--- src/hw/rtl/sgm_pkg.sv ---
// Shared constants, register codes and word types for the Sobel gradient block.
// No dependencies.
`default_nettype none

package sgm_pkg;

  // Default line store depth; also the widest image that can be handled.
  localparam int unsigned MAX_WIDTH_DEF = 1024;

  localparam int unsigned PIX_W      = 8;
  localparam int unsigned GRAD_W     = 11;
  localparam int unsigned MAG_W      = 11;
  localparam int unsigned CFG_W_W    = 11;
  localparam int unsigned CFG_H_W    = 12;
  localparam int unsigned ROW_W      = 12;
  localparam int unsigned CFG_DATA_W = 12;
  localparam int unsigned CFG_ADDR_W = 1;
  // Wide enough to hold MAX_WIDTH at the top of its range.
  localparam int unsigned WCMP_W     = 13;
  // Squared gradients and their sum.
  localparam int unsigned SQ_W       = 20;
  localparam int unsigned RAD_W      = 21;

  localparam int unsigned FIFO_DEPTH = 4;
  localparam int unsigned FIFO_PTR_W = $clog2(FIFO_DEPTH);

  localparam logic [CFG_W_W-1:0] WIDTH_RST  = CFG_W_W'(640);
  localparam logic [CFG_H_W-1:0] HEIGHT_RST = CFG_H_W'(480);

  typedef enum logic [CFG_ADDR_W-1:0] {
    REG_IMAGE_WIDTH  = 1'b0,
    REG_IMAGE_HEIGHT = 1'b1
  } cfg_reg_e;

  // One window column plus the position flags of its centre.
  typedef struct packed {
    logic [PIX_W-1:0] top;
    logic [PIX_W-1:0] mid;
    logic [PIX_W-1:0] bot;
    logic             in_image;
    logic             border;
    logic             frame_end;
  } col_t;

  // Side information carried alongside the magnitude computation.
  typedef struct packed {
    logic signed [GRAD_W-1:0] grad_x;
    logic signed [GRAD_W-1:0] grad_y;
    logic                     in_image;
    logic                     frame_end;
  } meta_t;

endpackage

`default_nettype wire

--- src/hw/rtl/sgm_sqrt.sv ---
// Pipelined integer square root, one result bit per stage, side data alongside.
// Depends on sgm_pkg.
`default_nettype none

module sgm_sqrt (
  input  wire logic                      clk_i,
  input  wire logic                      rst_ni,
  input  wire logic                      en_i,
  input  wire logic                      valid_i,
  input  wire logic [sgm_pkg::RAD_W-1:0] radicand_i,
  input  wire sgm_pkg::meta_t            meta_i,
  output logic                           valid_o,
  output logic [sgm_pkg::MAG_W-1:0]      root_o,
  output sgm_pkg::meta_t                 meta_o
);

  localparam int unsigned N  = sgm_pkg::MAG_W;
  localparam int unsigned VW = sgm_pkg::RAD_W;
  localparam int unsigned RW = sgm_pkg::RAD_W + 1;

  logic [VW-1:0]  v_s   [N+1];
  logic [RW-1:0]  res_s [N+1];
  logic           vld_s [N+1];
  sgm_pkg::meta_t meta_s[N+1];

  assign v_s[0]    = radicand_i;
  assign res_s[0]  = '0;
  assign vld_s[0]  = valid_i;
  assign meta_s[0] = meta_i;

  for (genvar k = 0; k < N; k++) begin : g_stage
    localparam int unsigned SH = 2 * (N - 1 - k);
    localparam logic [RW-1:0] BIT = RW'(1) << SH;

    logic [RW-1:0]  trial;
    logic           ge;
    logic [VW-1:0]  v_q;
    logic [RW-1:0]  res_q;
    logic           vld_q;
    sgm_pkg::meta_t meta_q;

    assign trial = res_s[k] + BIT;
    assign ge    = (RW'(v_s[k]) >= trial);

    always_ff @(posedge clk_i or negedge rst_ni) begin
      if (!rst_ni) vld_q <= 1'b0;
      else if (en_i) vld_q <= vld_s[k];
    end

    always_ff @(posedge clk_i) begin
      if (en_i) begin
        v_q    <= ge ? v_s[k] - trial[VW-1:0] : v_s[k];
        res_q  <= ge ? (res_s[k] >> 1) + BIT : res_s[k] >> 1;
        meta_q <= meta_s[k];
      end
    end

    assign v_s[k+1]    = v_q;
    assign res_s[k+1]  = res_q;
    assign vld_s[k+1]  = vld_q;
    assign meta_s[k+1] = meta_q;
  end

  assign valid_o = vld_s[N];
  assign root_o  = res_s[N][sgm_pkg::MAG_W-1:0];
  assign meta_o  = meta_s[N];

endmodule

`default_nettype wire

--- src/hw/rtl/sgm_back.sv ---
// Back end: 3x3 window, Sobel sums, squares, root and output register.
// Depends on sgm_pkg and sgm_sqrt.
`default_nettype none

module sgm_back (
  input  wire logic                  clk_i,
  input  wire logic                  rst_ni,
  input  wire sgm_pkg::col_t         col_i,
  input  wire logic                  empty_i,
  output logic                       pop_o,
  output logic                       out_valid_o,
  input  wire logic                  out_stall_i,
  output logic [sgm_pkg::MAG_W-1:0]  magnitude_o,
  output logic [sgm_pkg::GRAD_W-1:0] grad_x_o,
  output logic [sgm_pkg::GRAD_W-1:0] grad_y_o,
  output logic                       centre_inside_o,
  output logic                       frame_end_o
);

  localparam int unsigned PW = sgm_pkg::PIX_W;
  localparam int unsigned GW = sgm_pkg::GRAD_W;
  localparam int unsigned SW = PW + 2;

  logic en, pop;

  // window: 0..2 column c-2, 3..5 column c-1 (top, mid, bottom)
  logic [PW-1:0] win_q [6];

  logic [SW-1:0]      sum_r, sum_l, sum_b, sum_t;
  logic signed [GW-1:0] gx_d, gy_d;
  logic               calc;

  logic               g_valid_q, s_valid_q, a_valid_q;
  sgm_pkg::meta_t     g_meta_q, s_meta_q, a_meta_q;
  logic signed [2*GW-1:0] px, py;
  logic [sgm_pkg::SQ_W-1:0]  sqx_q, sqy_q;
  logic [sgm_pkg::RAD_W-1:0] rad_q;

  logic                      r_valid;
  logic [sgm_pkg::MAG_W-1:0] r_root;
  sgm_pkg::meta_t            r_meta;

  logic                      out_valid_q;
  logic [sgm_pkg::MAG_W-1:0] mag_q;
  sgm_pkg::meta_t            out_meta_q;

  // Whole pipe moves when the output register is free or being drained.
  assign en    = !out_valid_q || !out_stall_i;
  assign pop   = en && !empty_i;
  assign pop_o = pop;

  assign sum_r = SW'(col_i.top) + {1'b0, col_i.mid, 1'b0} + SW'(col_i.bot);
  assign sum_l = SW'(win_q[0]) + {1'b0, win_q[1], 1'b0} + SW'(win_q[2]);
  assign sum_b = SW'(win_q[2]) + {1'b0, win_q[5], 1'b0} + SW'(col_i.bot);
  assign sum_t = SW'(win_q[0]) + {1'b0, win_q[3], 1'b0} + SW'(col_i.top);
  assign calc  = col_i.in_image && !col_i.border;
  assign gx_d  = calc ? $signed({1'b0, sum_r}) - $signed({1'b0, sum_l}) : '0;
  assign gy_d  = calc ? $signed({1'b0, sum_b}) - $signed({1'b0, sum_t}) : '0;

  always_ff @(posedge clk_i or negedge rst_ni) begin
    if (!rst_ni) begin
      for (int i = 0; i < 6; i++) win_q[i] <= '0;
    end else if (pop) begin
      win_q[0] <= win_q[3];
      win_q[1] <= win_q[4];
      win_q[2] <= win_q[5];
      win_q[3] <= col_i.top;
      win_q[4] <= col_i.mid;
      win_q[5] <= col_i.bot;
    end
  end

  always_ff @(posedge clk_i or negedge rst_ni) begin
    if (!rst_ni) begin
      g_valid_q <= 1'b0;
      s_valid_q <= 1'b0;
      a_valid_q <= 1'b0;
    end else if (en) begin
      g_valid_q <= pop;
      s_valid_q <= g_valid_q;
      a_valid_q <= s_valid_q;
    end
  end

  assign px = g_meta_q.grad_x * g_meta_q.grad_x;
  assign py = g_meta_q.grad_y * g_meta_q.grad_y;

  always_ff @(posedge clk_i) begin
    if (en) begin
      g_meta_q.grad_x    <= gx_d;
      g_meta_q.grad_y    <= gy_d;
      g_meta_q.in_image  <= col_i.in_image;
      g_meta_q.frame_end <= col_i.frame_end;
      sqx_q    <= px[sgm_pkg::SQ_W-1:0];
      sqy_q    <= py[sgm_pkg::SQ_W-1:0];
      s_meta_q <= g_meta_q;
      rad_q    <= sgm_pkg::RAD_W'(sqx_q) + sgm_pkg::RAD_W'(sqy_q);
      a_meta_q <= s_meta_q;
    end
  end

  sgm_sqrt u_sqrt (
    .clk_i      (clk_i),
    .rst_ni     (rst_ni),
    .en_i       (en),
    .valid_i    (a_valid_q),
    .radicand_i (rad_q),
    .meta_i     (a_meta_q),
    .valid_o    (r_valid),
    .root_o     (r_root),
    .meta_o     (r_meta)
  );

  always_ff @(posedge clk_i or negedge rst_ni) begin
    if (!rst_ni) out_valid_q <= 1'b0;
    else if (en) out_valid_q <= r_valid;
  end

  always_ff @(posedge clk_i) begin
    if (en) begin
      mag_q      <= r_root;
      out_meta_q <= r_meta;
    end
  end

  assign out_valid_o     = out_valid_q;
  assign magnitude_o     = mag_q;
  assign grad_x_o        = out_meta_q.grad_x;
  assign grad_y_o        = out_meta_q.grad_y;
  assign centre_inside_o = out_meta_q.in_image;
  assign frame_end_o     = out_meta_q.frame_end;

  a_outside_zero: assert property (@(posedge clk_i) disable iff (!rst_ni)
    g_valid_q && !g_meta_q.in_image |-> g_meta_q.grad_x == '0 && g_meta_q.grad_y == '0)
    else $error("gradient set for a centre outside the image");

  a_zero_root: assert property (@(posedge clk_i) disable iff (!rst_ni)
    r_valid && r_meta.grad_x == '0 && r_meta.grad_y == '0 |-> r_root == '0)
    else $error("non-zero magnitude for zero gradients");

endmodule

`default_nettype wire
--- config.mk ---
export PLATFORM = sky130hd
export DESIGN_NAME = sgm_back
export DESIGN_NICKNAME = d
export VERILOG_FILES = /design/src/hw/rtl/sgm_pkg.sv /design/src/hw/rtl/sgm_sqrt.sv /design/src/hw/rtl/sgm_back.sv
export SDC_FILE = /design/constraint.sdc
export NUM_CORES = 2
export LEC_CHECK = 0
export BUFFER_PORTS_ARGS = -buffer_cell sky130_fd_sc_hd__buf_2
export CORE_MARGIN = 2
export CORE_UTILIZATION = 51
export CTS_CLUSTER_DIAMETER = 200
export CTS_CLUSTER_SIZE = 10
export DETAILED_ROUTE_END_ITERATION = 10
export PLACE_DENSITY = 0.64
export SYNTH_ARGS = -nofsm -noshare
export SYNTH_HDL_FRONTEND = slang
export SYNTH_SLANG_ARGS = --single-unit
--- constraint.sdc ---
create_clock -name clk_i -period 25.8 [get_ports clk_i]
set_input_delay 2.58 -clock clk_i [delete_from_list [all_inputs] [get_ports clk_i]]
set_output_delay 2.58 -clock clk_i [all_outputs]
set_load 0.02 [all_outputs]
---- After elaboration in Yosys (flattened, before gate mapping) ----
Cells that the tools add are included.
storage, ports and cells
  bits in registers ....................... 936
  input bits .............................. 31
  output and inout port bits .............. 37
  word-level logic and storage cells ...... 197
operators by class
  add/subtract/negate cells ............... 41
  $mul .................................... 2
  magnitude comparators ................... 11
  muxes and demuxes ....................... 21
  reductions and logical operators ........ 7
operators with widths
  cell                    number
  $mux 21                 20
  $ge 21x22->1            10
  $sub 21x21->21          9
  $add 10x8->10           4
  $add 8x9->10            4
  $mul 11x11->20          2
  $add 21x11->22 const B  1
  $add 21x13->22 const B  1
  $add 21x15->22 const B  1
  $add 21x17->22 const B  1
  $add 21x19->22 const B  1
  $add 21x3->22 const B   1
  $add 21x5->22 const B   1
  $add 21x7->22 const B   1
  $add 21x9->22 const B   1
  $add 22x1->22 const B   1
  $add 22x11->22 const B  1
  $add 22x13->22 const B  1
  $add 22x15->22 const B  1
  $add 22x17->22 const B  1
  $add 22x19->22 const B  1
  $add 22x3->22 const B   1
  $add 22x5->22 const B   1
  $add 22x7->22 const B   1
  10 further kinds        15

---- Longest topological paths before layout ----
  word-level depth ........................ 3
  gate-level depth with buffers ........... 21

---- Modules after synthesis ----
A second synthesis with hierarchy kept.
second synthesis, totals
  cell total of the unflattened synthesis .. 2772
  area total of the unflattened synthesis .. 38862.3 µm²
modules (own cells, without submodules)
  module    times used  cells each  area an instance (µm²)  sequential area each (µm²)
  sgm_sqrt  1           1242        21216.6                 16490.8
  sgm_back  1           1530        17645.7                 6226.0

---- Least setup slack after synthesis ----
OpenSTA, ideal clock, no wires.
  path kind ............................... input to register
  from .................................... input port out_stall_i
  to ...................................... register a_valid_q
  library setup time ...................... 173 ps
  arrival ................................. 24439 ps
  required time ........................... 25627 ps
  setup slack ............................. 1188 ps
  cell stages on the path ................. 3
  path buffers ............................ 1
  cells stage by stage .................... nand2_1 > clkbuf_1 > mux2_2
on the way
  cells in the longest elaborated chain, start to end .. 2
ends and longest elaborated chain
  element                 line            RTL
  start: declaration      sgm_back.sv:12  input wire logic out_stall_i,
  $logic_not 1->1         sgm_back.sv:48  assign en = !out_valid_q || !out_stall_i;
  $logic_or 1x1->1        sgm_back.sv:48
  end signal: assignment  sgm_back.sv:81  a_valid_q <= s_valid_q;
  end: declaration        sgm_back.sv:33  logic g_valid_q, s_valid_q, a_valid_q;
Every way passes these cells.
A chain may end at the register's enable or synchronous reset.

---- Final worst setup path ----
  from .................................... input port out_stall_i
  to ...................................... register u_sqrt.g_stage[9].v_q[17], enable pin
on the way
  cells in the longest elaborated chain, start to end .. 2
ends and longest elaborated chain
  element                 line            RTL
  $logic_not 1->1         sgm_back.sv:48
  $logic_or 1x1->1        sgm_back.sv:48
  end signal: assignment  sgm_sqrt.sv:52  v_q <= ge ? v_s[k] - trial[VW-1:0] : v_s[k];
  end: declaration        sgm_sqrt.sv:37  logic [VW-1:0] v_q;
Every way passes these cells.

==> impl_metrics.csv <==
group,metric,value,unit
status,status,"completed",
synthesis,synth_xor_xnor_area_share,3.279,%
final_layout,fill_cells,5990,
route,routed_wl,63.00,mm
timing,tightest_slew,1111,ps
global_routing,grt_pass1_wl,107.1,mm
critical_path,critical_path_class,"input pin to flip-flop",
clock_network,postCtsHoldBufs,0,
global_routing,grt_max_degree,204,
timing,finClkSkew,55.05,ps
clock_network,clock_sinks,767,
floorplan,die_h,279.6,µm
clock_network,cts_buffers,86,
timing,fmax,154.2,MHz
floorplan,start_util,51.26,%
floorplan,dieWidth,279.6,µm
critical_path,endpoint,"u_sqrt.g_stage[9].v_q[17]",
global_routing,grt_pass1_vias,21880,
synthesis,synth.distinct_cells,92,
synthesis,synth_top_area_share,54.58,%
synthesis,synth_compound_area_share,5.482,%
global_routing,overflow,0,
final_layout,fin_nets,3352,
synthesis,synth_edf_count,704,
critical_path,regToRegEndpoint,"sqy_q[19]",
timing,tns,0,ps
timing,setup_violations,0,
clock_network,clock_path_buffers,3,
route,drc,0,
synthesis,synth_top_family_by_area,"adder cells",
synthesis,synthSimpleGateAreaFrac,6.867,%
clock_network,clkTransAtPathRegs,60,ps
global_routing,antenna_found_initial,0,
timing,period_needed,6487,ps
timing,rsz0062_at_grt,"no",
clock_network,cts_tree,"built",
critical_path,r2r_cells,17,
timing,slew_violations,0,
synthesis,synth_fa_ha_area_share,19.38,%
placement,gp_congestion,0.8658,
clock_network,clk_latency,660,ps
route,ant_nets,0,
critical_path,setup.reg_to_reg.worst_slack,19910,ps
placement,post-dp-hpwl,44.19,mm
final_layout,regArea,22720,µm²
synthesis,synth_area_leader_cell,"edfxtp_1",
synthesis,netlist_area,38730,µm²
synthesis,ys_async_sr_fraction,8.214,%
final_layout,drive_above_1_share,8.773,%
critical_path,crit_path_start,"out_stall_i",
final_layout,layout_common_cells,"edfxtp_1 (704), inv_1 (449), fa_1 (250)",
route,vias_per_cell,5.207,
synthesis,synth_warnings,0,
timing,hold_viol_final,0,
synthesis,syn_avg_cell_area,14.10,µm²
route,drt-initial-drc-count,1355,
critical_path,rr_startpoint,"g_meta_q[12]",
clock_network,cts_resized,0,
synthesis,yosysSeqAreaShare,58.65,%
placement,portBuffers,67,
critical_path,worstPathRequired,26060,ps
final_layout,layout_commonest_cell,"edfxtp_1",
clock_network,cts_max_level,3,
critical_path,cp_max_fo,203,
final_layout,diodes,0,
route,wl_per_cell,16.31,µm
clock_network,cts_setup_buffers,0,
final_layout,synthToLayoutAreaGrowth,9.923,%
synthesis,netlist_instances,2748,
floorplan,core-area,75570,µm²
hold_path,hold_class,"flip-flop to flip-flop",
floorplan,fp-row-count,101,
clock_network,clock-root-buffer,"clkbuf_16",
final_layout,multi_input_area,14170,µm²
global_routing,gr-usage-all-layers,17.02,%
synthesis,synth_mux_area_share,1.521,%
synthesis,yosys_most_used_dff,"edfxtp_1",
critical_path,crit_path_start_kind,"input pin",
floorplan,die_area,78170,µm²
timing,slew_headroom,25.96,%
critical_path,critPathArrivalTime,6750,ps
synthesis,ys_ff_latch,767,
route,vias,20110,
critical_path,end_kind,"flip-flop",
job,cap_violations,0,
synthesis,syn-num-nets,3229,
timing,min_period_over_period,25.14,%
route,first_pass_iters,5,
floorplan,pin_count,68,
synthesis,synthTopCellsByArea,"edfxtp_1 (55%), fa_1 (13%), ha_1 (6.5%), inv_1 (4.4%), dfrtp_1 (4.1%)",
through the flow:
step           setup slack [ps]  cell area, µm²  utilization, %  instances  hold slack, ps
6_report                  19310           42580           56.34       3862           368.5
5_1_grt                   18970           42580           56.34       3862           384.3
4_1_cts                   19310           42580           56.34       3862           372.0
3_5_place_dp              18600           40220           53.23       3761           404.5
3_3_place_gp              18730           40220           53.23       3761           400.4
2_1_floorplan              1188           38730               -       2748           400.3
worst max-delay path, stage by stage:
cell	delay, ps
buf_2	140
nand2_4	350
buf_4	640
buf_4	940
buf_4	1000
buf_12	810
logic make-up after synthesis:
family / Yosys count
DFF: 767
and+or+nand+nor: 522
buffers and inverters: 490
adders and majority gates: 450
AOI/OAI and AO/OA: 320
xor gates and xnor gates: 145
muxes: 53
other: 1
registers in the layout, summed over array words and instances (netlist names):
| name | cells |
|---|---|
| u_sqrt.g_stage.vld_q | 10 |
| u_sqrt.g_stage.v_q | 210 |
| u_sqrt.g_stage.res_q | 66 |
| magnitude_o | 11 |
| sqx_q | 18 |
| g_meta_q | 24 |
| g_valid_q | 1 |
| out_valid_o | 1 |
| grad_x_o | 11 |
| s_meta_q | 24 |
| a_meta_q | 24 |
| u_sqrt.g_stage.meta_q | 240 |
| frame_end_o | 1 |
| s_valid_q | 1 |
| win_q | 48 |
| sqy_q | 18 |
| u_sqrt.meta_o | 24 |
| a_valid_q | 1 |
| centre_inside_o | 1 |
| grad_y_o | 11 |
| rad_q | 21 |
| u_sqrt.valid_o | 1 |
Yosys cell counts (6+ instances only):
cell and n:
a21oi_1 86, clkbuf_1 31, xnor2_1 97, nand2_1 138, nor2_1 123, ha_1 200, o31ai_1 7, a211oi_1 11
o21ai_0 95, dfrtp_1 63, edfxtp_1 704, mux2_2 44, nor4b_1 8, xor2_1 48, nor3b_1 6, nand2b_1 24
nor4_1 20, or2_2 6, o21a_1 29, fa_1 250, nor3_1 40, nand4_1 6, a211o_1 7, and2_1 53
inv_1 449, mux2i_1 6, nand3_1 20, a21o_1 20, o211ai_1 7, or3_1 9, o31a_1 6, nor2b_1 36
area by class of cell:
type / count / share of cell area (%)
Inverter: 450 / 3.967
Multi-Input combinational cell: 1491 / 33.29
Clock buffer: 93 / 5.116
Clock inverter: 8 / 0.4173
Timing Repair Buffer: 75 / 0.9874
Tap cell: 978 / 2.874
Sequential cell: 767 / 53.35
routing by layer:
| layer | up-vias | GRT usage (%) | share of wire, % |
|---|---|---|---|
| met5 | - | 0 | 0 |
| met1 | 10010 | 21.67 | 43 |
| met4 | 0 | 5.416 | 2.5 |
| met2 | 329 | 29.78 | 50 |
| met3 | 122 | 2.902 | 3.6 |
| li1 | 9646 | - | - |
worst min path at each step:
stage                                       from                           end  slack (ps)  cells past startpoint
floorplan                            s_meta_q[0]                   a_meta_q[0]         400                      0
global placement    u_sqrt.g_stage[7].meta_q[10]  u_sqrt.g_stage[8].meta_q[10]         400                      0
detailed placement                  a_meta_q[15]  u_sqrt.g_stage[0].meta_q[15]         400                      0
CTS                                 a_meta_q[11]  u_sqrt.g_stage[0].meta_q[11]         370                      0
global route                        a_meta_q[11]  u_sqrt.g_stage[0].meta_q[11]         380                      0
finish                              a_meta_q[11]  u_sqrt.g_stage[0].meta_q[11]         370                      0
Power is not shown: default switching activity piles up to over one toggle a cycle in this logic, so the estimate is an artifact.
