### src/hw/rtl/sgm_pkg.sv
// Shared constants, register codes and word types for the Sobel gradient block.
// No dependencies.
`default_nettype none

package sgm_pkg;

  // Default line store depth; also the widest image that can be handled.
  localparam int unsigned MAX_WIDTH_DEF = 1024;

  localparam int unsigned PIX_W      = 8;
  localparam int unsigned GRAD_W     = 11;
  localparam int unsigned MAG_W      = 11;
  localparam int unsigned CFG_W_W    = 11;
  localparam int unsigned CFG_H_W    = 12;
  localparam int unsigned ROW_W      = 12;
  localparam int unsigned CFG_DATA_W = 12;
  localparam int unsigned CFG_ADDR_W = 1;
  // Wide enough to hold MAX_WIDTH at the top of its range.
  localparam int unsigned WCMP_W     = 13;
  // Squared gradients and their sum.
  localparam int unsigned SQ_W       = 20;
  localparam int unsigned RAD_W      = 21;

  localparam int unsigned FIFO_DEPTH = 4;
  localparam int unsigned FIFO_PTR_W = $clog2(FIFO_DEPTH);

  localparam logic [CFG_W_W-1:0] WIDTH_RST  = CFG_W_W'(640);
  localparam logic [CFG_H_W-1:0] HEIGHT_RST = CFG_H_W'(480);

  typedef enum logic [CFG_ADDR_W-1:0] {
    REG_IMAGE_WIDTH  = 1'b0,
    REG_IMAGE_HEIGHT = 1'b1
  } cfg_reg_e;

  // One window column plus the position flags of its centre.
  typedef struct packed {
    logic [PIX_W-1:0] top;
    logic [PIX_W-1:0] mid;
    logic [PIX_W-1:0] bot;
    logic             in_image;
    logic             border;
    logic             frame_end;
  } col_t;

  // Side information carried alongside the magnitude computation.
  typedef struct packed {
    logic signed [GRAD_W-1:0] grad_x;
    logic signed [GRAD_W-1:0] grad_y;
    logic                     in_image;
    logic                     frame_end;
  } meta_t;

endpackage

`default_nettype wire

### src/hw/rtl/sgm_fifo.sv
// Short column queue between front and back.
// Depends on sgm_pkg.
`default_nettype none

module sgm_fifo (
  input  wire logic         clk_i,
  input  wire logic         rst_ni,
  input  wire logic         push_i,
  input  wire sgm_pkg::col_t push_data_i,
  output logic              full_o,
  input  wire logic         pop_i,
  output sgm_pkg::col_t     pop_data_o,
  output logic              empty_o
);

  localparam int unsigned PW = sgm_pkg::FIFO_PTR_W;

  sgm_pkg::col_t mem_q [sgm_pkg::FIFO_DEPTH];
  logic [PW-1:0] wr_ptr_q, rd_ptr_q;
  logic [PW:0]   count_q;

  assign full_o     = (count_q == (PW+1)'(sgm_pkg::FIFO_DEPTH));
  assign empty_o    = (count_q == '0);
  assign pop_data_o = mem_q[rd_ptr_q];

  always_ff @(posedge clk_i) begin
    if (push_i) mem_q[wr_ptr_q] <= push_data_i;
  end

  always_ff @(posedge clk_i or negedge rst_ni) begin
    if (!rst_ni) begin
      wr_ptr_q <= '0;
      rd_ptr_q <= '0;
      count_q  <= '0;
    end else begin
      if (push_i) wr_ptr_q <= wr_ptr_q + PW'(1);
      if (pop_i)  rd_ptr_q <= rd_ptr_q + PW'(1);
      if (push_i && !pop_i)      count_q <= count_q + (PW+1)'(1);
      else if (pop_i && !push_i) count_q <= count_q - (PW+1)'(1);
    end
  end

  a_no_overflow: assert property (@(posedge clk_i) disable iff (!rst_ni)
    full_o |-> !push_i) else $error("column queue overflow");

  a_no_underflow: assert property (@(posedge clk_i) disable iff (!rst_ni)
    empty_o |-> !pop_i) else $error("column queue underflow");

endmodule

`default_nettype wire

### config.mk
export PLATFORM = sky130hd
export DESIGN_NAME = sgm_fifo
export DESIGN_NICKNAME = d
export VERILOG_FILES = /design/src/hw/rtl/sgm_pkg.sv /design/src/hw/rtl/sgm_fifo.sv
export SDC_FILE = /design/constraint.sdc
export NUM_CORES = 1
export LEC_CHECK = 0
export BUFFER_PORTS_ARGS = -buffer_cell sky130_fd_sc_hd__buf_2
export CAP_MARGIN = 20
export CORE_MARGIN = 5
export CORE_UTILIZATION = 30
export DETAILED_ROUTE_END_ITERATION = 10
export SYNTH_ARGS = -nofsm -noshare
export SYNTH_HDL_FRONTEND = slang
export SYNTH_SLANG_ARGS = --single-unit
### constraint.sdc
create_clock -name clk_i -period 1.6 [get_ports clk_i]
set_input_delay 0.08 -clock clk_i [delete_from_list [all_inputs] [get_ports clk_i]]
set_output_delay 0.08 -clock clk_i [all_outputs]
set_load 0.005 [all_outputs]
Yosys cells after proc, flatten, opt, wreduce, memory -nomap -nowiden:

Memory sizes are Yosys's and may differ from the RTL's.
Cells that the tools add are included.

* input bits: 31
* output and inout port bits: 29
* memories: 1
* RAM bits: 108
* logic and storage cells: 19
* bits in registers: 7

* reduce and logical (&&, ||, !) cells: 6
* mux-type cells: 4
* add/sub/neg operators: 4
* equality and inequality tests: 1

Memories
* mem_q: depth 4, bits a word 27, read ports 1, clocked after Yosys merged registers in 0, write ports 1, RTL line sgm_fifo.sv:18 `sgm_pkg::col_t mem_q [sgm_pkg::FIFO_DEPTH];`

Operators by type and width (number)
* 3-bit 2-to-1 mux: 2
* 2-bit by 1-bit adder with 2-bit output, second input constant: 2
* 3-bit by 1-bit adder with 3-bit output, second input constant: 1
* 3-bit equality test, second input constant: 1
* 3-bit logical NOT: 1
* 3-bit by 1-bit subtractor with 3-bit output, second input constant: 1
* 1-bit logical AND: 2
* 1-bit logical NOT: 2
* 1-bit 2-to-1 mux: 2
* 2-bit nonzero test: 1

Longest topological paths before layout:

Gate-level depths: netlist of run 1.

* depth in word-level cells: 4
* mapped depth: 7
* gate-level depth less buffers: 7

Worst setup path after synthesis of run 1:

No wires, ideal clock.

* kind: flip-flop to flip-flop
* start point: register wr_ptr_q[0]
* end point: memory mem_q[0][0] (netlist bit) (enable)
* path buffers: 0
* data required time: 1.214 ns
* slack: -0.084 ns
* library setup time: 0.386 ns
* arrival time: 1.298 ns
* clock period less this slack: 1.684 ns
* stages on the path, launching flop included: 4
* path through: dfrtp_1 > inv_1 > ha_1 > and2_1

RTL lines
* start: declaration: RTL line sgm_fifo.sv:19 `logic [PW-1:0] wr_ptr_q, rd_ptr_q;`
* start signal: assignment: RTL line sgm_fifo.sv:36 `if (push_i) wr_ptr_q <= wr_ptr_q + PW'(1);`
* end: declaration: RTL line sgm_fifo.sv:18

Straight into the memory's write port.

==> run summary, run 1 <==
The flow ran to the end, but the final reports show violations. The checks that failed: setup timing. Global routing used 10.6% of the available tracks across all layers. The share of the synthesized area in the top cell type came out at 75.4%. The maximum clock path buffer count is 2.

The number of placed instances with taps included came out at 420. The relative slew slack is 83.8%. The worst setup path is of the flip-flop to output port kind. Measured along the x axis, the die boundary spans 130 microns.

Derived from the worst setup path, the maximum achievable clock frequency is 558 MHz. The clock latency reported for the late side of the worst-skew pair is 0.41 ns. Clock-pin slew was measured on the worst setup and hold paths at 0.05 ns. Once layout is complete, the cells apart from fillers number 484. The share of the clock period used by the worst path came out at 112%. The number of storage elements in the synthesis netlist is 115.

After detailed routing, the number of remaining DRC violations is 0. The power density over the cells is 1830 mW/mm^2. Once detailed placement completed, the half-perimeter wirelength came to 5.15 mm. The number of warnings printed during yosys synthesis came out at 0. After floorplanning, the core was divided into 43 placement rows. The static power due to leakage is 0.00212 uW. STA classifies the critical path startpoint as a flip-flop.

Clock tree synthesis selected as its root buffer the cell sky130_fd_sc_hd__clkbuf_16. Setup repair after global routing could not meet its margin everywhere. Signal routing reaches up to met4.

In this run the number of H-tree levels came out at 4. The worst endpoint required time is 1.52 ns. Yosys attributes the largest share of cell area to sky130_fd_sc_hd__edfxtp_1 75%, sky130_fd_sc_hd__mux4_2 14%, sky130_fd_sc_hd__dfrtp_1 4.1%, sky130_fd_sc_hd__ha_1 1.5%, sky130_fd_sc_hd__xor2_1 0.81%. The die extent in y is 130 microns. The slew at the pin with the worst max-slew slack is 0.242 ns. The distinct cell type count after synthesis is 20. The dominant cell type by area after synthesis is sky130_fd_sc_hd__edfxtp_1.

The summed instance area of the synthesized netlist is 0.00430 sq mm. In this run, the number of DRC markers left after iteration 0 of detailed routing was 87. The clock sink count is 115. The setup slack after layout came out at -0.191 ns.

The number of vias per cell after detailed routing came out at 4.36. After floorplanning, the core was sized to cover 0.0140 sq mm. The routed wire length on met3 is 366 microns. STA classifies the critical path endpoint as an output port.

Wires add up to 8.28 mm. The post-route minimum period is 1.79 ns. The pin count of the biggest net entering global routing came out at 28. With fillers left out, the area of the finished cells amounts to 0.00591 sq mm.

The highest ir drop seen on vdd came out at 0.000767 V. The post-synthesis instance total is 175. The arrival time at the worst endpoint came out at 1.71 ns.

The number of nets handed over by synthesis was 212. The total via count after detailed routing came out at 2108. The tightest min-delay check is of the input port to async pin type. The total CTS buffers is 17. The die outline area is 0.0168 sq mm.

Timing analysis after detailed placement gives a worst setup slack of 0.200 ns. The met1 wire length came out at 3.52 mm. The relative area change from synthesis to final layout came out at 37.5%. The total placed instance area came out at 0.00496 sq mm. The routed length on met2 is 4.24 mm. The global-route congestion overflow total is 0.

The count of nets left with antenna violations after detail routing came out at 0. Dividing the detail-routed wire length by the instance count gives 17.1 microns. The number of failing setup endpoints in the final timing report came out at 27. The mean instance size in the synthesized netlist came out at 24.6 sq um. The first-pass iteration count of the detailed router came out at 6.

Summing the sequential cell areas from Yosys gives 79.5% of the chip area. The count of inserted antenna diode cells is 0. The largest fanout of any net on the critical path is 6.

The final clock skew came out at 0.00756 ns. The number of antenna violations at the first check in global routing came out at 0. The via count of the first global-routing pass came out at 2327. The layout net count is 330. The final-report hold violation count is 0.

The count of input and output buffers is 59. The first global-routing pass estimated 12.6 mm of wire. The number of max-slew violations in the final report came out at 0. The share of cells above drive strength 1 came out at 42.4%. TritonCTS built the clock tree.

The total negative slack for setup checks is -4.52 ns. The effective utilization at floorplan is 30.7%. The number of violations of the max-capacitance limit came out at 0. During I/O placement, the number of pins put on the boundary was 60. The placer's final routability congestion estimate came out at 0.658.
[synthesized netlist by cell type (all sizes together)]
master and count:
xor2 4, nor2 1, edfxtp 108, and2 4, inv 4, ha 5
nand2 2, nor3b 1, buf 6, mux2 1, o21ai 1, fa 1
dfrtp 7, mux4 27, xnor2 2, nor3 1
[flip-flops by register name (all words and copies together), names as in the netlist]
register  count
count_q       3
mem_q       108
rd_ptr_q      2
wr_ptr_q      2
[final timing paths]
kind	startpoint	end	slack [ns]	depth (start not counted)
max reg2reg	count_q[0]$_DFFE_PN0P_	count_q[2]$_DFFE_PN0P_	0.23	4
min	rst_ni	count_q[2]$_DFFE_PN0P_	0.03	2
max in group asynchronous	rst_ni	rd_ptr_q[0]$_DFFE_PN0P_	1.39	2
min reg2reg	count_q[2]$_DFFE_PN0P_	count_q[2]$_DFFE_PN0P_	0.49	1
max	rd_ptr_q[0]$_DFFE_PN0P_	pop_data_o[4]	-0.19	4
min in group clk_i	push_data_i[20]	mem_q[1][20]$_DFFE_PP_	0.42	2
[through the flow]
stage               power (uW)  util [%]  hold WS, ns
detailed placement        7070      35.5      -0.0710
floorplan                 5800         -       -0.216
finish                   10800      42.3       0.0331
global route             11400      42.3       0.0368
global placement          7010      35.5      -0.0668
CTS                      10700      41.6       0.0121
[placed cells by master (no fill, tap or decap)]
cell / n
sky130_fd_sc_hd__dfrtp_1: 6
sky130_fd_sc_hd__bufinv_16: 3
sky130_fd_sc_hd__mux2_2: 1
sky130_fd_sc_hd__clkbuf_1: 4
sky130_fd_sc_hd__ha_1: 5
sky130_fd_sc_hd__xor2_1: 4
sky130_fd_sc_hd__xnor2_1: 2
sky130_fd_sc_hd__clkinv_2: 1
sky130_fd_sc_hd__nor3_1: 1
sky130_fd_sc_hd__fa_1: 1
sky130_fd_sc_hd__buf_2: 56
sky130_fd_sc_hd__buf_6: 4
sky130_fd_sc_hd__inv_1: 4
sky130_fd_sc_hd__edfxtp_1: 108
sky130_fd_sc_hd__o21ai_0: 1
sky130_fd_sc_hd__dfrtp_2: 1
sky130_fd_sc_hd__and2_2: 4
sky130_fd_sc_hd__buf_4: 4
sky130_fd_sc_hd__nor3b_1: 1
sky130_fd_sc_hd__dlygate4sd3_1: 30
sky130_fd_sc_hd__clkbuf_16: 19
sky130_fd_sc_hd__buf_12: 9
sky130_fd_sc_hd__clkinv_1: 5
sky130_fd_sc_hd__mux4_2: 27
sky130_fd_sc_hd__nand2_1: 2
sky130_fd_sc_hd__nor2_1: 1
[metal layers]
| layer | vias to the layer above | global-route usage (%) |
|---|---|---|
| met2 | 57 | 17.4 |
| met3 | 16 | 4.13 |
| met1 | 1074 | 12.1 |
| met5 | - | 0 |
| li1 | 961 | - |
| met4 | 0 | 5.32 |
[worst max-delay path, stage by stage, from the launching register on]
cell                        delay (ns)
sky130_fd_sc_hd__dfrtp_2          0.37
sky130_fd_sc_hd__buf_12           0.14
sky130_fd_sc_hd__clkbuf_16        0.16
sky130_fd_sc_hd__mux4_2           0.50
sky130_fd_sc_hd__buf_2            0.14
[cell families (layout without fill, tap and decap cells)]
kind of cell | after synthesis | count (layout) | synth area share (%)
flops | 115 | 115 | 79.5
mux | 28 | 28 | 14.5
buf+inv | 10 | 139 | 1.60
simple gates | 9 | 9 | 1.13
fa+ha+maj | 6 | 6 | 1.92
xor+xnor | 6 | 6 | 1.22
compound gates | 1 | 1 | 0.116
[layout make-up]
type | instances | area, sq um
Sequential cell | 115 | 3420
Clock buffer | 21 | 440
Inverter | 4 | 15.0
Multi-Input combinational cell | 50 | 813
Fill cell | 1252 | 8080
Clock inverter | 9 | 114
Tap cell | 180 | 225
Timing Repair Buffer | 105 | 886
[power breakdown]
group / internal [uW] / switching, uW / total, uW
clock network: 2390 / 1170 / 3560
logic: 1760 / 1370 / 3130
registers: 3960 / 182 / 4140
total: 8110 / 2720 / 10800
[what timing repair did]
item,CTS,global route
hold buffers,30,0
resized for setup,0,5
setup buffers,0,2
endpoints found under the hold margin,119,0
setup endpoints to repair,27,27
gates cloned,0,2
pin swaps,0,0
Power figures use the tool's default switching activity.
==> inputs of run 2 (changes only) <==
--- a/config.mk
+++ b/config.mk
@@ -5,8 +5,10 @@
 export SDC_FILE = /design/constraint.sdc
 export NUM_CORES = 1
 export LEC_CHECK = 0
+export ABC_AREA = 1
 export BUFFER_PORTS_ARGS = -buffer_cell sky130_fd_sc_hd__buf_2
 export CAP_MARGIN = 20
+export CORE_ASPECT_RATIO = 1.2
 export CORE_MARGIN = 5
 export CORE_UTILIZATION = 30
 export DETAILED_ROUTE_END_ITERATION = 10
==> run summary, run 2 <==
The root cell of the clock tree is sky130_fd_sc_hd__clkbuf_16. The pin count of the biggest net entering global routing is 37. The part of the power in combinational logic is 29.7%. The switching power is 3480 uW. The number of filler cells placed in the layout is 1432. In the final layout, the multi-input gates occupy 902 sq um. After synthesis, the share of flip-flops with an asynchronous set or reset is 6.09%. With fillers left out, the area of the finished cells amounts to 0.00621 sq mm. The die outline area came out at 0.0184 sq mm. The worst endpoint required time is 1.52 ns. The final clock skew came out at 0.0122 ns. The number of failing setup endpoints in the final timing report is 16. The met1 demand-to-capacity share in global routing is 11.9%.

The commonest register cell after synthesis is sky130_fd_sc_hd__edfxtp_1. The setup slack after layout came out at -0.0421 ns. The count of nets left with antenna violations once routing finished came out at 0. For this block, the via count after detailed routing is 2906. The flip-flop count of the largest register, all copies and words added is 108.

The largest fanout of any net on the critical path is 31. The first detailed-routing pass took 4 iterations. In this run, flip-flops and latches consume 37.3% of the power. Net switching is 30.8% of the power.

The post-route netlist has 22.0% of its cells at a drive strength greater than 1. The number of storage elements in the synthesis netlist is 115. Counting along the longest clock path gives a buffer depth of 2.

The register-to-register setup slack is 0.25 ns. The clock latency reported for the late side of the worst-skew pair came out at 0.40 ns. The global routing met3 resource utilization came out at 4.30%. Setup repair after global routing could not meet its margin everywhere. The number of cells on the worst reg-to-reg path is 5. At the worst endpoint, the arrival time is 1.56 ns. The post-route core utilization came out at 39.9%. In this run the mean area of a mapped cell was 13.1 sq um. Global routing used 10.6% of the available tracks across all layers. The clock power share came out at 33.0%. The flow ran to the end, but the final reports show violations.

During I/O placement, the number of pins put on the boundary was 60. By startpoint and endpoint, the worst setup path is classified as flip-flop to output port. The top cell types in the final layout, fill and taps aside, are 108 x sky130_fd_sc_hd__edfxtp_1, 94 x sky130_fd_sc_hd__nand2_1, 65 x sky130_fd_sc_hd__inv_1. Once placement completed, the tool counted placed cells totaling 625. For the finished layout, the period the worst path requires is 1.64 ns. The die is 125 microns wide. The static power due to leakage is 0.00256 uW. The via count of the first global-routing pass came out at 2996. The net count after synthesis is 399. The relative slew slack is 83.4%. TritonCTS built the clock tree.

Global routing finished with a remaining overflow of 0. The layer with the highest usage after global routing is met2. The tree built by TritonCTS fans out to 115 sinks. Counting the buffers created by CTS gives 17. In the final layout, the registers with the most flip-flops are mem_q (108), count_q (3). The share of synthesized area in the top cell type comes to 68.5%. The checks that failed: setup timing. The global-route track usage on met2 is 18.0%.

The floorplan step defined a core boundary enclosing 0.0156 sq mm. By count the netlist is led by 108 x sky130_fd_sc_hd__edfxtp_1, 94 x sky130_fd_sc_hd__nand2_1, 65 x sky130_fd_sc_hd__inv_1. The layout net count is 505. The number of warnings printed during yosys synthesis came out at 0. The clock transition at the registers of the reported paths is 0.05 ns. The highest clock frequency the design can meet came out at 609 MHz. The count of input and output buffers came out at 59. The post-layout total power came out at 11300 uW. The critical path startpoint category is a flip-flop. The post-synthesis instance total is 362. The delay of the slowest cell on the worst path is 0.54 ns. The beginning of the worst register-to-register path is wr_ptr_q[1]$_DFFE_PN0P_. The relative area change from synthesis to final layout is 31.1%.

The slew at the pin with the worst max-slew slack is 0.250 ns. The number of enable flip-flop cells after synthesis came out at 108. The distinct cell type count after synthesis is 18. Leaving out fill and tap cells, the most frequent cell in the layout is sky130_fd_sc_hd__edfxtp_1. The cell row count came out at 50. The largest total area in the synthesized netlist belongs to sky130_fd_sc_hd__edfxtp_1. The final-report hold violation count is 0. The wire length reported by the detailed router is 9.19 mm. The number of max-slew violations in the final report came out at 0. The effective utilization at floorplan came out at 30.4%. The highest ir drop seen on vdd is 0.00100 V.

Dividing the final minimum period by the clock period gives 103%. Summing all placed instances gives a cell area of 0.00530 sq mm. The first-pass GRT wire length is 15.2 mm. The worst setup path is captured at an output port. In this run, the number of DRC markers left after iteration 0 of detailed routing was 168.

On the critical path, the stage with the largest delay is an instance of sky130_fd_sc_hd__dfrtp_4. The number of vias per cell after detailed routing is 4.22. Ranked by total cell area, the synthesized netlist is headed by sky130_fd_sc_hd__edfxtp_1 68%, sky130_fd_sc_hd__o211ai_1 8.6%, sky130_fd_sc_hd__nand2_1 7.5%, sky130_fd_sc_hd__inv_1 5.2%, sky130_fd_sc_hd__dfrtp_1 3.7%. The number of H-tree levels came out at 4. The number of antenna violations at the first check in global routing is 1. sky130_fd_sc_hd__edfxtp_1 is the most common cell in the netlist. The cell-internal power is 7810 uW. The worst register-to-register path ends at mem_q[0][18]$_DFFE_PP_. The number of remaining DRC errors is 0. The power density over the cells came out at 1820 mW/mm^2. The register area came out at 0.00342 sq mm. The signal on the critical path passes through buf_12 > o211ai_1 > nand2_1 > buf_2. Routability-driven placement finished with a final weighted congestion of 0.739. The count of inserted antenna diode cells is 0. The class of the most critical hold timing path is input port to async pin.

The post-detailed-placement half-perimeter wirelength is 6.17 mm. The mapped netlist covers 0.00474 sq mm. The register ranked first by flip-flop count is mem_q. The die extent in y is 148 microns. The register area share after synthesis is 72.2%. The post-route non-filler standard cell count came out at 689. In the final routed layout, each cell accounts on average for 13.3 microns.

Across the run, the number of max-cap violations was 0.
## run 2: cell count changes in the layout (fill, tap and decap cells not counted), sizes merged, moves of 4 or more
cell	previous run	this run
nand2	2	94
clkbuf	23	18
and2	4	0
inv	4	68
o211ai	0	54
mux4	27	0
## run 2: layout make-up
cell class                 count  share of cell area (%)
multi-input combinational    163                    14.5
clock inverter                14                    2.60
timing repair buffer         105                    12.6
sequential                   115                    55.1
tap                          208                    4.19
clock buffer                  18                    6.91
inverter                      66                    4.07
## run 2: logic make-up (layout without fill, tap and decap cells)
| kind of cell | after synthesis | in the layout | share of synthesized area [%] |
|---|---|---|---|
| adders and majority gates | 6 | 6 | 1.74 |
| buffers and inverters | 84 | 203 | 8.77 |
| AOI/OAI and AO/OA | 55 | 55 | 8.67 |
| and+or+nand+nor | 98 | 98 | 7.90 |
| xor gates and xnor gates | 4 | 4 | 0.740 |
| DFF | 115 | 115 | 72.2 |
## run 2: how the worst max path moves through the flow
stage | start | slack, ns | end
after floorplan | wr_ptr_q[0]$_DFFE_PN0P_ | 0.009 | mem_q[0][0]$_DFFE_PP_
after global placement | rd_ptr_q[0]$_DFFE_PN0P_ | 0.30 | pop_data_o[17]
after detailed placement | push_i | 0.25 | count_q[2]$_DFFE_PN0P_
after CTS | rd_ptr_q[0]$_DFFE_PN0P_ | -0.09 | pop_data_o[17]
after global routing | rd_ptr_q[0]$_DFFE_PN0P_ | -0.13 | pop_data_o[18]
final | rd_ptr_q[0]$_DFFE_PN0P_ | -0.04 | pop_data_o[17]
## run 2: routing by layer
layer,vias up,part of all wire [%]
met3,10,6.0
met1,1374,42
met2,61,51
met4,2,0.78
met5,-,0.12
li1,1459,-
## run 2: critical path: cells and delay by family (launching register included)
kind	cells	cell delay [ns]
compound gates	1	0.20
simple gates	1	0.09
flops	1	0.54
buf+inv	2	0.33
## run 2: what timing repair did
action / in CTS / in global routing
hold buffers: 30 / 0
pin swaps: 5 / 5
buffers inserted: 2 / 0
endpoints found under the hold margin: 119 / 0
gates resized for setup: 0 / 2
endpoints found under the setup margin: 26 / 27
## run 2: power groups by stage
stage          clock network [uW]  registers [uW]  logic [uW]
6_report                     3730            4210        3350
5_1_grt                      3980            4270        3800
4_1_cts                      3810            4210        3430
3_5_place_dp                    0            4310        3290
3_3_place_gp                    0            4280        3220
2_1_floorplan                   0            4170        2220
## run 2: stage by stage
| stage | setup WS (ns) | hold WS [ns] | setup TNS, ns |
|---|---|---|---|
| detailed placement | 0.252 | -0.0633 | 0 |
| global placement | 0.297 | -0.0683 | 0 |
| finish | -0.0421 | 0.0440 | -0.217 |
| global route | -0.127 | 0.0406 | -2.28 |
| floorplan | 0.00916 | -0.216 | 0 |
| CTS | -0.0861 | 0.0329 | -0.841 |
==> inputs of run 3 (changes only) <==
--- a/config.mk
+++ b/config.mk
@@ -6,11 +6,13 @@
 export NUM_CORES = 1
 export LEC_CHECK = 0
 export ABC_AREA = 1
+export ABC_CLOCK_PERIOD_IN_PS = 1640
 export BUFFER_PORTS_ARGS = -buffer_cell sky130_fd_sc_hd__buf_2
 export CAP_MARGIN = 20
 export CORE_ASPECT_RATIO = 1.2
 export CORE_MARGIN = 5
 export CORE_UTILIZATION = 30
+export CTS_BUF_LIST = sky130_fd_sc_hd__clkbuf_4
 export DETAILED_ROUTE_END_ITERATION = 10
 export SYNTH_ARGS = -nofsm -noshare
 export SYNTH_HDL_FRONTEND = slang
==> constraint.sdc (replaced) <==
create_clock -name clk_i -period 1.64 [get_ports clk_i]
set_input_delay 0.082 -clock clk_i [delete_from_list [all_inputs] [get_ports clk_i]]
set_output_delay 0.082 -clock clk_i [all_outputs]
set_load 0.005 [all_outputs]
==> run summary, run 3 (synthesis gave the netlist of run 2 again) <==
The clock drives 115 sinks. The register ranked first by flip-flop count is mem_q. The die is 148 microns tall.

In this run the worst setup path begins at rd_ptr_q[0]$_DFFE_PN0P_. The share of cells above drive strength 1 is 22.3%. At the end of the flow the core is filled with cells to 38.7%. Clock latency on the worst-skew pair, taken at its later pin, is 0.51 ns. Counting tap cells, the placed design contains a total of 623 instances. TritonCTS built the clock tree. The count of nets left with antenna violations after detail routing is 0. The highest ir drop seen on vdd came out at 0.000513 V. The final hold slack is 0.309 ns. The number of vias per cell after detailed routing came out at 4.24.

The worst setup path is launched from a flip-flop. The number of max-slew violations in the final report came to 0. The post-detailed-placement half-perimeter wirelength came out at 6.06 mm.

The global router's overall resource usage is 10.8%. The DRC marker count from the first detailed-route iteration came out at 141. The global-route congestion overflow total is 0. Once routing completed, OpenROAD measured the worst setup slack at -0.162 ns. The core region area is 0.0156 sq mm. The number of antenna violations at the first check in global routing is 2. In the final layout, the registers with the most flip-flops are mem_q (108), count_q (3). The flip-flop count of the largest register, all copies and words added is 108. Entering global routing, the biggest net connects 41 pins. For this run, design rule violations remaining after detail routing come to 0. The static power due to leakage came out at 0.00249 uW.

The final-report hold violation count is 0. Overall power consumption after layout is estimated at 10200 uW. The number of cells on the worst reg-to-reg path came out at 5. In this run the critical register-to-register path is captured at mem_q[0][14]$_DFFE_PP_. The library cell used most frequently in the layout, excluding fill and tap cells, is sky130_fd_sc_hd__edfxtp_1.

The worst hold path belongs to the class input port to flip-flop. The endpoint kind of the worst setup timing path is an output port. The root cell of the clock tree is sky130_fd_sc_hd__clkbuf_4.

In the layout the commonest cells are 108 x sky130_fd_sc_hd__edfxtp_1, 94 x sky130_fd_sc_hd__nand2_1, 65 x sky130_fd_sc_hd__inv_1. The count of input and output buffers is 59. The final critical path takes up 110% of the cycle. The first detailed-routing pass ran for 4 iterations.

Counting instances, the worst hold path has a depth of 2. In this run the critical register-to-register path is launched from wr_ptr_q[0]$_DFFE_PN0P_. In this run the power density over the cells is 1680 mW/mm^2. The worst path in the final design needs a cycle of 1.80 ns, including I/O delays and setup.

The number of violations of the max-capacitance limit came out at 0. The via count of the first global-routing pass came out at 2977. The worst register-to-register path has a setup slack of 0.23 ns. The wire length reported by the detailed router is 9.61 mm.

The relative area change from synthesis to final layout came out at 27.3%. The slew at the pin with the worst max-slew slack is 0.383 ns. The maximum clock path buffer count is 2. The effective utilization at floorplan is 30.4%. The largest single stage delay on the critical path is 0.57 ns. The first global-routing pass estimated 15.4 mm of wire. CTS built an H-tree with a depth of 4.

The final clock skew is 0.0144 ns. At the worst endpoint, the required time is 1.56 ns. The layout net count came out at 504.

The number of top-level pins is 60. The average detailed-routed wire length per instance is 13.9 microns. Setup repair after global routing could not meet its margin everywhere. The critical path in this run is classified as flip-flop to output port. The flow ran to the end, but the final reports show violations. Of all nets on the critical path, the largest fanout is 20. STA puts the critical path data arrival time at 1.72 ns.

The clock transition at the registers of the reported paths is 0.12 ns. Setup violations remaining at the end of the flow were counted as 27. The placer's final routability congestion estimate came out at 0.757. The highest clock frequency the design can meet came out at 555 MHz.

Summing over every cut layer, the via total after detailed routing is 2929. The post-route non-filler standard cell count came out at 690. The final reports fail on setup timing.

The die outline area is 0.0184 sq mm. Following the worst setup path forward leads to its endpoint at pop_data_o[15]. The total CTS buffers is 17. The cell row count is 50. The signal on the critical path passes through clkbuf_16 > o211ai_1 > nand2_1 > buf_2. The largest individual stage delay along the critical path comes from the cell sky130_fd_sc_hd__dfrtp_4. The relative slew slack came out at 74.4%.

The die width came out at 125 microns. The number of setup buffers added after CTS came out at 0.
## run 3: changes by cell type in the layout (fill, tap and decap cells not counted), sizes merged
cell         before  now
clkinvlp          3    0
bufinv            3    6
diode             0    2
inv              68   69
dlygate4sd3      30   31
buf              75   72
## run 3: stage by stage
stage          cell area, sq um  worst slack (ns)  setup TNS (ns)
4_1_cts                    5990            -0.235           -5.57
2_1_floorplan              4740            0.0492               0
6_report                   6030            -0.162           -3.56
3_5_place_dp               5260             0.229               0
5_1_grt                    6030            -0.282           -7.06
3_3_place_gp               5260             0.275               0
## run 3: how the worst min path moves through the flow
stage               startpoint                     end  slack [ns]
2_1_floorplan           rst_ni  count_q[0]$_DFFE_PN0P_       -0.21
3_3_place_gp            rst_ni  count_q[1]$_DFFE_PN0P_       -0.07
3_5_place_dp            rst_ni  count_q[2]$_DFFE_PN0P_       -0.06
4_1_cts        push_data_i[17]  mem_q[3][17]$_DFFE_PP_        0.25
5_1_grt        push_data_i[16]  mem_q[2][16]$_DFFE_PP_        0.26
6_report       push_data_i[16]  mem_q[3][16]$_DFFE_PP_        0.31
## run 3: final cells by class
type / count / area (sq um)
multi-input cells: 163 / 902
clock inverters: 15 / 251
well taps: 208 / 260
flip-flops and latches: 115 / 3420
repair buffers: 104 / 812
fillers: 1480 / 9550
clock buffers: 17 / 128
inverters: 66 / 250
diodes: 2 / 5.00
## run 3: layer usage
metal / GRT usage (%) / up-vias / routed length, microns
met1: 12.3 / 1396 / 4010
met4: 4.55 / 0 / 139
li1: - / 1463 / -
met3: 4.73 / 15 / 518
met5: 0 / - / 0
met2: 18.0 / 55 / 4940
## run 3: power by group
group | switching, uW | internal [uW]
sequential | 240 | 3860
clock | 1110 | 1530
combinational | 1980 | 1440
## run 3: repair_timing
action	4_1_cts	5_1_grt
cloned	1	1
pin swaps	3	9
hold buffers	31	0
gates resized for setup	3	3
endpoints found under the hold margin	121	0
setup endpoints to repair	27	27
## run 3: critical path: cells and delay by family (launching register included)
| kind | cells | cell delay [ns] |
|---|---|---|
| AOI/OAI and AO/OA | 1 | 0.20 |
| DFF | 1 | 0.57 |
| buffers and inverters | 2 | 0.36 |
| and+or+nand+nor | 1 | 0.07 |
